## src/rtl/core/cte_pkg.sv

```systemverilog
package cte_pkg;

	localparam int STAMP_BITS = 32;
	localparam int ACC_W      = 40;
	localparam int OUT_W      = 32;

	typedef enum logic [2:0] {
		ST_IDLE = 3'b001,
		ST_RUN  = 3'b010,
		ST_DONE = 3'b100
	} state_t;

	typedef enum logic [3:0] {
		STEP_Y_HI   = 4'd0,
		STEP_Y_32   = 4'd1,
		STEP_Y_8    = 4'd2,
		STEP_Y_4    = 4'd3,
		STEP_Y_1    = 4'd4,
		STEP_LEAPS  = 4'd5,
		STEP_MONTH  = 4'd6,
		STEP_LEAPX  = 4'd7,
		STEP_MDAY   = 4'd8,
		STEP_ONE    = 4'd9,
		STEP_MUL24  = 4'd10,
		STEP_HOUR   = 4'd11,
		STEP_MUL60A = 4'd12,
		STEP_MIN    = 4'd13,
		STEP_MUL60B = 4'd14,
		STEP_SEC    = 4'd15
	} step_t;

	typedef struct packed {
		logic signed [8:0] years;
		logic signed [7:0] leap_days;
		logic        [3:0] month_idx;
		logic              leap_extra;
	} year_terms_t;

	function automatic logic [8:0] days_before_month(input logic [3:0] idx);
		logic [8:0] d;
		unique case (idx)
			4'd0:    d = 9'd0;
			4'd1:    d = 9'd31;
			4'd2:    d = 9'd59;
			4'd3:    d = 9'd90;
			4'd4:    d = 9'd120;
			4'd5:    d = 9'd151;
			4'd6:    d = 9'd181;
			4'd7:    d = 9'd212;
			4'd8:    d = 9'd243;
			4'd9:    d = 9'd273;
			4'd10:   d = 9'd304;
			default: d = 9'd334;
		endcase
		return d;
	endfunction

endpackage

```

## src/rtl/core/cte_in_if.sv

```systemverilog
interface cte_in_if;
	logic              valid;
	logic              ready;
	logic        [5:0] second;
	logic        [5:0] minute;
	logic        [4:0] hour;
	logic signed [9:0] day_of_month;
	logic signed [7:0] month;
	logic        [7:0] year_since_1900;

	modport source (
		output valid, second, minute, hour, day_of_month, month, year_since_1900,
		input  ready
	);
	modport sink (
		input  valid, second, minute, hour, day_of_month, month, year_since_1900,
		output ready
	);
endinterface

```

## src/rtl/core/cte_out_if.sv

```systemverilog
interface cte_out_if;
	logic               valid;
	logic               ready;
	logic signed [31:0] epoch_seconds;
	logic               overflow;

	modport source (
		output valid, epoch_seconds, overflow,
		input  ready
	);
	modport sink (
		input  valid, epoch_seconds, overflow,
		output ready
	);
endinterface

```

## src/rtl/core/calendar_to_epoch_seconds.sv

```systemverilog
// channel | dir | handshake         | payload
// item    | in  | valid/ready       | second, minute, hour, day_of_month, month, year_since_1900
// result  | out | valid/ready       | epoch_seconds, overflow
//
// One item is a transfer, 16 passes through the shared adder and one write
// of the result register. The sequencer steps one adder that builds days by shift-add
// and then scales by 24, 60, 60.
// Reset clears the sequencer and the result valid; the datapath registers are not reset.
// item.ready is high only while idle; a result waiting on result.ready holds the next
// item in its last step until the result register frees.
module calendar_to_epoch_seconds (
	input logic      clk,
	input logic      arst_n,
	cte_in_if.sink   item,
	cte_out_if.source result
);

	cte_pkg::state_t      state_q;
	cte_pkg::step_t       step_q;
	cte_pkg::year_terms_t terms;
	cte_pkg::year_terms_t terms_q;

	logic signed [9:0]                 mday_q;
	logic        [4:0]                 hour_q;
	logic        [5:0]                 minute_q;
	logic        [5:0]                 second_q;
	logic signed [cte_pkg::ACC_W-1:0]  acc_q;

	logic signed [cte_pkg::ACC_W-1:0]  y_ext;
	logic        [cte_pkg::ACC_W-1:0]  opa;
	logic        [cte_pkg::ACC_W-1:0]  opb;
	logic        [cte_pkg::ACC_W-1:0]  addend;
	logic        [cte_pkg::ACC_W-1:0]  sum;
	logic                              sub;
	logic                              ovf;
	logic                              out_valid_q;
	logic signed [cte_pkg::OUT_W-1:0]  stamp_q;
	logic                              ovf_q;
	logic                              take;
	logic                              out_free;

	cte_fold u_fold (
		.month           (item.month),
		.year_since_1900 (item.year_since_1900),
		.terms           (terms)
	);

	assign item.ready = (state_q == cte_pkg::ST_IDLE);
	assign take       = item.valid && item.ready;
	assign out_free   = !out_valid_q || result.ready;

	assign y_ext = cte_pkg::ACC_W'(terms_q.years);

	always_comb begin
		opa = acc_q;
		opb = '0;
		sub = 1'b0;
		unique case (step_q)
			cte_pkg::STEP_Y_HI: begin
				opa = y_ext <<< 8;
				opb = y_ext <<< 6;
			end
			cte_pkg::STEP_Y_32:   opb = y_ext <<< 5;
			cte_pkg::STEP_Y_8:    opb = y_ext <<< 3;
			cte_pkg::STEP_Y_4:    opb = y_ext <<< 2;
			cte_pkg::STEP_Y_1:    opb = y_ext;
			cte_pkg::STEP_LEAPS:  opb = cte_pkg::ACC_W'(terms_q.leap_days);
			cte_pkg::STEP_MONTH:
				opb = cte_pkg::ACC_W'(cte_pkg::days_before_month(terms_q.month_idx));
			cte_pkg::STEP_LEAPX:  opb = cte_pkg::ACC_W'(terms_q.leap_extra);
			cte_pkg::STEP_MDAY:   opb = cte_pkg::ACC_W'(mday_q);
			cte_pkg::STEP_ONE: begin
				opb = cte_pkg::ACC_W'(1);
				sub = 1'b1;
			end
			cte_pkg::STEP_MUL24: begin
				opa = acc_q <<< 4;
				opb = acc_q <<< 3;
			end
			cte_pkg::STEP_HOUR:   opb = cte_pkg::ACC_W'(hour_q);
			cte_pkg::STEP_MUL60A, cte_pkg::STEP_MUL60B: begin
				opa = acc_q <<< 6;
				opb = acc_q <<< 2;
				sub = 1'b1;
			end
			cte_pkg::STEP_MIN:    opb = cte_pkg::ACC_W'(minute_q);
			cte_pkg::STEP_SEC:    opb = cte_pkg::ACC_W'(second_q);
			default:              opb = '0;
		endcase
	end

	assign addend = sub ? ~opb : opb;
	assign sum    = opa + addend + cte_pkg::ACC_W'(sub);

	// stamp fits when all bits from STAMP_BITS-1 upward match the sign
	always_comb begin
		ovf = 1'b0;
		for (int i = 0; i < cte_pkg::ACC_W; i++) begin
			if (i >= cte_pkg::STAMP_BITS - 1 && acc_q[i] != acc_q[cte_pkg::ACC_W-1]) begin
				ovf = 1'b1;
			end
		end
	end

	always_ff @(posedge clk or negedge arst_n) begin
		if (!arst_n) begin
			state_q     <= cte_pkg::ST_IDLE;
			step_q      <= cte_pkg::STEP_Y_HI;
			out_valid_q <= 1'b0;
		end else begin
			unique case (state_q)
				cte_pkg::ST_IDLE: begin
					if (take) begin
						state_q <= cte_pkg::ST_RUN;
						step_q  <= cte_pkg::STEP_Y_HI;
					end
				end
				cte_pkg::ST_RUN: begin
					if (step_q == cte_pkg::STEP_SEC) begin
						state_q <= cte_pkg::ST_DONE;
					end else begin
						step_q <= cte_pkg::step_t'(step_q + 4'd1);
					end
				end
				cte_pkg::ST_DONE: begin
					if (out_free) begin
						state_q <= cte_pkg::ST_IDLE;
					end
				end
				default: state_q <= cte_pkg::ST_IDLE;
			endcase
			if (state_q == cte_pkg::ST_DONE && out_free) begin
				out_valid_q <= 1'b1;
			end else if (result.valid && result.ready) begin
				out_valid_q <= 1'b0;
			end
		end
	end

	always_ff @(posedge clk) begin
		if (take) begin
			terms_q  <= terms;
			mday_q   <= item.day_of_month;
			hour_q   <= item.hour;
			minute_q <= item.minute;
			second_q <= item.second;
		end
		if (state_q == cte_pkg::ST_RUN) begin
			acc_q <= sum;
		end
		if (state_q == cte_pkg::ST_DONE && out_free) begin
			stamp_q <= ovf ? '1 : acc_q[cte_pkg::OUT_W-1:0];
			ovf_q   <= ovf;
		end
	end

	assign result.valid         = out_valid_q;
	assign result.epoch_seconds = stamp_q;
	assign result.overflow      = ovf_q;

endmodule

```

## src/rtl/core/cte_fold.sv

```systemverilog
module cte_fold (
	input  logic signed [7:0]   month,
	input  logic        [7:0]   year_since_1900,
	output cte_pkg::year_terms_t terms
);

	logic        [8:0]  m;
	logic        [15:0] prod;
	logic        [4:0]  qp;
	logic        [8:0]  twelve_q;
	logic        [8:0]  rem;
	logic signed [9:0]  y10;
	logic        [11:0] n;
	logic               ge1901;
	logic               ge2101;
	logic        [10:0] ld;
	logic               leap_now;

	// month + 132 is 4..259; floor(m / 12) by reciprocal 171 / 2048
	assign m        = 9'($unsigned({month[7], month})) + 9'd132;
	assign prod     = 16'(m) * 16'd171;
	assign qp       = prod[15:11];
	assign twelve_q = 9'({qp, 3'b000}) + 9'({qp, 2'b00});
	assign rem      = m - twelve_q;

	// years since 1970 after folding in the month quotient
	assign y10 = $signed({2'b00, year_since_1900}) - 10'sd70
		+ $signed({5'b00000, qp}) - 10'sd11;

	// leaps in 1970 .. year-1, negative before 1970
	assign n      = 12'(y10) + 12'd1969;
	assign ge1901 = (y10 >= -10'sd69);
	assign ge2101 = (y10 >= 10'sd131);
	assign ld     = 11'({1'b0, n[11:2]}) - 11'd491 - 11'(ge1901) - 11'(ge2101);

	assign leap_now = (y10[1:0] == 2'b10) && (y10 != -10'sd70) && (y10 != 10'sd130);

	assign terms.years      = y10[8:0];
	assign terms.leap_days  = ld[7:0];
	assign terms.month_idx  = rem[3:0];
	assign terms.leap_extra = leap_now && (rem[3:0] >= 4'd2);

endmodule

```

## src/flat_wrapper.sv

```systemverilog
// flat-port wrapper written by rule: the top's interface ports become plain ports
module calendar_to_epoch_seconds_flat 
  (clk, arst_n, item_valid, item_second, item_minute, item_hour, item_day_of_month, item_month, item_year_since_1900, item_ready, result_valid, result_epoch_seconds, result_overflow, result_ready);
  cte_in_if item_i ();
  cte_out_if result_i ();
  input logic clk;
  input logic arst_n;
  input wire logic [$bits(item_i.valid)-1:0] item_valid;
  input wire logic [$bits(item_i.second)-1:0] item_second;
  input wire logic [$bits(item_i.minute)-1:0] item_minute;
  input wire logic [$bits(item_i.hour)-1:0] item_hour;
  input wire logic [$bits(item_i.day_of_month)-1:0] item_day_of_month;
  input wire logic [$bits(item_i.month)-1:0] item_month;
  input wire logic [$bits(item_i.year_since_1900)-1:0] item_year_since_1900;
  output wire logic [$bits(item_i.ready)-1:0] item_ready;
  output wire logic [$bits(result_i.valid)-1:0] result_valid;
  output wire logic [$bits(result_i.epoch_seconds)-1:0] result_epoch_seconds;
  output wire logic [$bits(result_i.overflow)-1:0] result_overflow;
  input wire logic [$bits(result_i.ready)-1:0] result_ready;
  assign item_i.valid = item_valid;
  assign item_i.second = item_second;
  assign item_i.minute = item_minute;
  assign item_i.hour = item_hour;
  assign item_i.day_of_month = item_day_of_month;
  assign item_i.month = item_month;
  assign item_i.year_since_1900 = item_year_since_1900;
  assign item_ready = item_i.ready;
  assign result_valid = result_i.valid;
  assign result_epoch_seconds = result_i.epoch_seconds;
  assign result_overflow = result_i.overflow;
  assign result_i.ready = result_ready;
  calendar_to_epoch_seconds u_core (.clk(clk), .arst_n(arst_n), .item(item_i), .result(result_i));
endmodule
```

## config.mk

```make
export PLATFORM = sky130hd
export DESIGN_NAME = calendar_to_epoch_seconds_flat
export DESIGN_NICKNAME = d
export VERILOG_FILES = /design/src/rtl/core/cte_pkg.sv /design/src/rtl/core/cte_in_if.sv /design/src/rtl/core/cte_out_if.sv /design/src/rtl/core/calendar_to_epoch_seconds.sv /design/src/rtl/core/cte_fold.sv /design/src/flat_wrapper.sv
export SDC_FILE = /design/constraint.sdc
export NUM_CORES = 1
export LEC_CHECK = 0
export BUFFER_PORTS_ARGS = -buffer_cell sky130_fd_sc_hd__buf_2
export CORE_MARGIN = 5
export CORE_UTILIZATION = 40
export CTS_BUF_LIST = sky130_fd_sc_hd__clkbuf_8 sky130_fd_sc_hd__clkbuf_16
export DETAILED_ROUTE_END_ITERATION = 16
export PLACE_DENSITY = 0.57
export SLEW_MARGIN = 20
export SYNTH_ARGS = -nofsm -noshare
export SYNTH_HDL_FRONTEND = slang
export SYNTH_HIERARCHICAL = 1
export SYNTH_SLANG_ARGS = --single-unit
```

## constraint.sdc

```tcl
create_clock -name clk -period 5.6 [get_ports clk]
set_input_delay 0.56 -clock clk [delete_from_list [all_inputs] [get_ports clk]]
set_output_delay 0.56 -clock clk [all_outputs]
set_load 0.05 [all_outputs]
```

==> reports/metrics.sh <==
RUN_STATUS='complete, but fails checks'
VIOLATIONS='setup timing'
WORST-SLEW-PIN-TRANSITION_PS=905
CRIT_PATH_START_KIND='input port'
POST_ROUTE_FRACTION_OF_THE_PERIOD_CONSUMED_BY_THE_CRITICAL_PATH_PCT=123
SYNTH_TOP_AREA_CELL='sky130_fd_sc_hd__edfxtp_1'
TIMING.HOLD.WORST.START='item_second[2]'
AREAGROWTHSYNTHTOFINISH_PCT=22.2
PORT_BUFFERS=81
WIRE_PER_INST_UM=16.5
YOSYS-TOP-CELLS-AREA='sky130_fd_sc_hd__edfxtp_1 (31%), sky130_fd_sc_hd__ha_1 (12%), sky130_fd_sc_hd__nand2_1 (4.4%)'
FINALCLOCKSKEW_PS=11.7
TIMING.FINAL.CRIT_PERIOD_PS=6860
SYNTH_SEQUENTIAL_AREA_RATIO_PCT=34.5
GRT_SETUP_UNREPAIRED='true'
DR.FIRST_ITER.DRC_COUNT=1000
CTS_TREE='yes'
GRT_PASS1_WL_MM=49.3
REG2REG_DEPTH=19
HTREE_NUM_LEVELS=4
STANDARD_CELL_CORE_AREA_MM2=0.0289
WORST_SLACK_PS=-1260
DR_TOTAL_VIAS=9907
WORST_SETUP_HOLD_PATH_CLK_SLEW_PS=70
FILLERINSTANCES=2734
MEAN_INSTANCE_SIZE_IN_THE_SYNTHESIZED_NETLIST_UM2=9.35
DIE_X_UM=181
DESIGN.FINAL.NETS=1597
CLOCK_LATENCY_AT_THE_LATER_PIN_OF_THE_WORST_SKEW_PAIR_PS=430
SYNTH.DISTINCT_CELLS=88
ASYNC_FLOP_SHARE_PCT=5.76
CLOCK_TREE.ROOT_CELL='sky130_fd_sc_hd__clkbuf_16'
YS_DOMINANT_REG_CELL='sky130_fd_sc_hd__edfxtp_1'
DIE_H_UM=181
SYNTH_ENABLE_FLOP_CELLS=122
TIMING.REG2REG.SETUP_SLACK_PS=430
DP_HPWL_MM=22.7
POST_SYNTH_INSTANCE_AREA_MM2=0.0117
STARTING_DENSITY_OF_THE_CORE_PCT=40.7
MAX_STAGE_DELAY_PS=510
SETUP_VIOLATIONS=10
TOTALNEGATIVESETUPSLACK_PS=-8180
CP_DATA_ARRIVAL_TIME_PS=7040
CRIT-REG2REG-LAUNCH='u_core/step_q[0]'
LAYOUT-DRIVE-GT1-SHARE_PCT=25.6
YOSYSTOPAREACELLSHARE_PCT=31.2
CRIT_SLOWEST_CELL='sky130_fd_sc_hd__fa_1'
NUMPLACEDINSTANCES=1774
SYNTH_NETS=1435
CLK_PATH_BUF_DEPTH=2
ROUTE.ANTENNA.REMAINING_NETS=0
WORST_HOLD_PATH.NUM_CELLS=1
DETAIL_ROUTE.VIAS_PER_CELL=5.46
TIGHTEST_SLEW_MARGIN_RELATIVE_TO_THE_LIMIT_PCT=39.5
YOSYS_REGISTER_BITS=139
DP_WORST_SETUP_SLACK_PS=-1920
SYN_INST=1255
STD_CELL_ROWS=62
TIMING_MAX_TRANSITION_VIOLATIONS_FINAL=0
MAX_CAP_VIOLATIONS=0
CRITICAL_PATH_PEAK_FANOUT=5
YOSYS_WARNINGS=6
TIMING.HOLD.WORST.CLASS='input port to flop'
CTS_BUFFERS=17
DIEAREA_MM2=0.0329
PIN_COUNT_OF_THE_BIGGEST_NET_ENTERING_GLOBAL_ROUTING=53
WHS_ENDPOINT='u_core/second_q[2]'
TOP_PORTS=82
TIMING_HOLD_VIOLATIONS_FINAL=0
REG2REG_TO='u_core/acc_q[38]'
MAX_FREQ_GHz=0.146
FINISH.CELL_COUNT_WITHOUT_FILLERS=1814
ANTENNA_VIOLATIONS_BEFORE_REPAIR=0
FINAL.HOLD.WORST_SLACK_PS=295
GRT_OVERFLOW=0
VIA_COUNT_OF_THE_FIRST_GLOBAL_ROUTING_PASS=9724
GLOBAL_ROUTE.USAGE.TOTAL_PCT=18.0
CLOCK-SINKS=139
DRCVIOLATIONCOUNT=0
GPL_WTD_CONG=0.919
CRIT_PATH_END_KIND='flop'
CRITICAL_PATH_REQUIRED_PS=5780
ANTENNADIODECOUNT=0
ROUTED_WIRELENGTH_MM=30.0
CRITPATHKIND='input port to flop'
DRT_FIRST_PASS_ITERS=7
-- per-layer routing --
layer	up-vias	GRT usage, %	part of all wire, %	wire length, µm
met5	-	0	0	0
met2	317	29.8	47	14200
met4	0	4.50	1.4	416
met3	37	2.31	5.0	1500
met1	4644	24.9	46	13900
li1	4909	-	-	-
-- kinds of logic (layout without fill, tap and decap cells) --
family | Yosys count | after routing | synth area share (%)
AO/OA/AOI/OAI | 327 | 327 | 19.2
XOR/XNOR | 116 | 116 | 9.22
adder cells (fa/ha/maj) | 133 | 133 | 15.2
buffers and inverters | 127 | 302 | 4.35
flip-flops | 139 | 139 | 34.5
multiplexers | 12 | 12 | 1.06
AND/OR/NAND/NOR | 401 | 401 | 16.5
-- timing repair --
| action | 4_1_cts | 5_1_grt |
|---|---|---|
| setup buffers | 3 | 7 |
| gates resized for setup | 33 | 28 |
| endpoints found under the hold margin | 7 | 0 |
| setup endpoints to repair | 9 | 11 |
| pin swaps | 36 | 47 |
| hold buffers | 1 | 0 |
-- synthesized netlist by cell type (all sizes together) (6+ instances only) --
master / number
a21oi: 75
clkbuf: 38
o211ai: 7
nand2b: 15
a211oi: 8
a31oi: 57
a221oi: 6
nor2b: 14
nor2: 84
nand2: 140
o21ai: 56
xor2: 56
or2: 38
nor3: 13
mux2i: 9
inv: 75
dfrtp: 7
a21o: 31
and2: 16
a222oi: 10
buf: 14
ha: 117
o21a: 10
nand3: 40
o22ai: 6
xnor2: 59
fa: 16
edfxtp: 122
a22oi: 13
dfxtp: 9
nand4: 17
-- worst max-delay path by stage --
stage	startpoint	to	slack, ps	depth (start not counted)
global placement	item_month[2]	u_core/terms_q[12]	-1830	36
CTS	item_month[2]	u_core/terms_q[12]	-1280	37
floorplan	item_month[2]	u_core/terms_q[12]	-1590	36
detailed placement	item_month[2]	u_core/terms_q[12]	-1920	36
global route	item_month[2]	u_core/terms_q[12]	-1480	37
finish	item_month[2]	u_core/terms_q[12]	-1260	37
-- through the flow --
step | area [µm²] | utilization [%]
2_1_floorplan | 11900 | -
3_3_place_gp | 13400 | 46.3
3_5_place_dp | 13400 | 46.3
4_1_cts | 14200 | 49.1
5_1_grt | 14300 | 49.7
6_report | 14300 | 49.7
-- area by class of cell --
| type | instances | area [µm²] | share of cell area [%] |
|---|---|---|---|
| Multi-Input combinational cell | 989 | 7630 | 53.2 |
| Timing Repair Buffer | 195 | 1290 | 9.03 |
| Clock buffer | 17 | 425 | 2.97 |
| Sequential cell | 139 | 4050 | 28.2 |
| Tap cell | 384 | 480 | 3.35 |
| Inverter | 75 | 290 | 2.02 |
| Clock inverter | 15 | 171 | 1.20 |
-- cells in the final DEF (no fill, tap or decap), types with 6 or more instances in the layout --
master and instances:
sky130_fd_sc_hd__inv_2 10, sky130_fd_sc_hd__a211oi_1 7, sky130_fd_sc_hd__nand3_1 38, sky130_fd_sc_hd__o21ai_0 47, sky130_fd_sc_hd__o21a_1 9, sky130_fd_sc_hd__buf_2 79
sky130_fd_sc_hd__nand2b_1 14, sky130_fd_sc_hd__a21o_1 31, sky130_fd_sc_hd__a222oi_1 10, sky130_fd_sc_hd__clkbuf_16 17, sky130_fd_sc_hd__nor2b_1 13, sky130_fd_sc_hd__a21oi_2 8
sky130_fd_sc_hd__nand2_1 137, sky130_fd_sc_hd__buf_4 109, sky130_fd_sc_hd__dfrtp_1 7, sky130_fd_sc_hd__xnor2_1 52, sky130_fd_sc_hd__o21ai_1 6, sky130_fd_sc_hd__o211ai_1 6
sky130_fd_sc_hd__dfxtp_1 9, sky130_fd_sc_hd__and2_1 14, sky130_fd_sc_hd__mux2i_1 9, sky130_fd_sc_hd__nand4_1 17, sky130_fd_sc_hd__inv_1 62, sky130_fd_sc_hd__fa_1 13
sky130_fd_sc_hd__edfxtp_1 122, sky130_fd_sc_hd__o22ai_1 6, sky130_fd_sc_hd__ha_1 99, sky130_fd_sc_hd__xor2_1 52, sky130_fd_sc_hd__or2_2 38, sky130_fd_sc_hd__ha_4 17
sky130_fd_sc_hd__xnor2_2 7, sky130_fd_sc_hd__a31oi_1 56, sky130_fd_sc_hd__nor2_1 79, sky130_fd_sc_hd__nor3_1 12, sky130_fd_sc_hd__a22oi_1 13, sky130_fd_sc_hd__a21oi_1 62
-- worst max-delay path: cells and delay by family --
kind            cells  cell delay (ps)
compound gates     11             1460
fa+ha+maj          12             3760
simple gates        2              350
xor+xnor            2              230
buf+inv            10              690
-- flip-flops by register name, summed over array words and instances (netlist names), named ones only --
name / count
u_core/result.overflow: 1
u_core/acc_q: 40
u_core/hour_q: 5
u_core/result.epoch_seconds: 32
u_core/state_q: 3
u_core/second_q: 6
u_core/result.valid: 1
u_core/terms_q: 22
u_core/step_q: 4
u_core/minute_q: 6
u_core/mday_q: 10
Power is left out: the tool's default activity adds up to more than one toggle a clock period on the data nets, which glitch-free logic cannot reach.
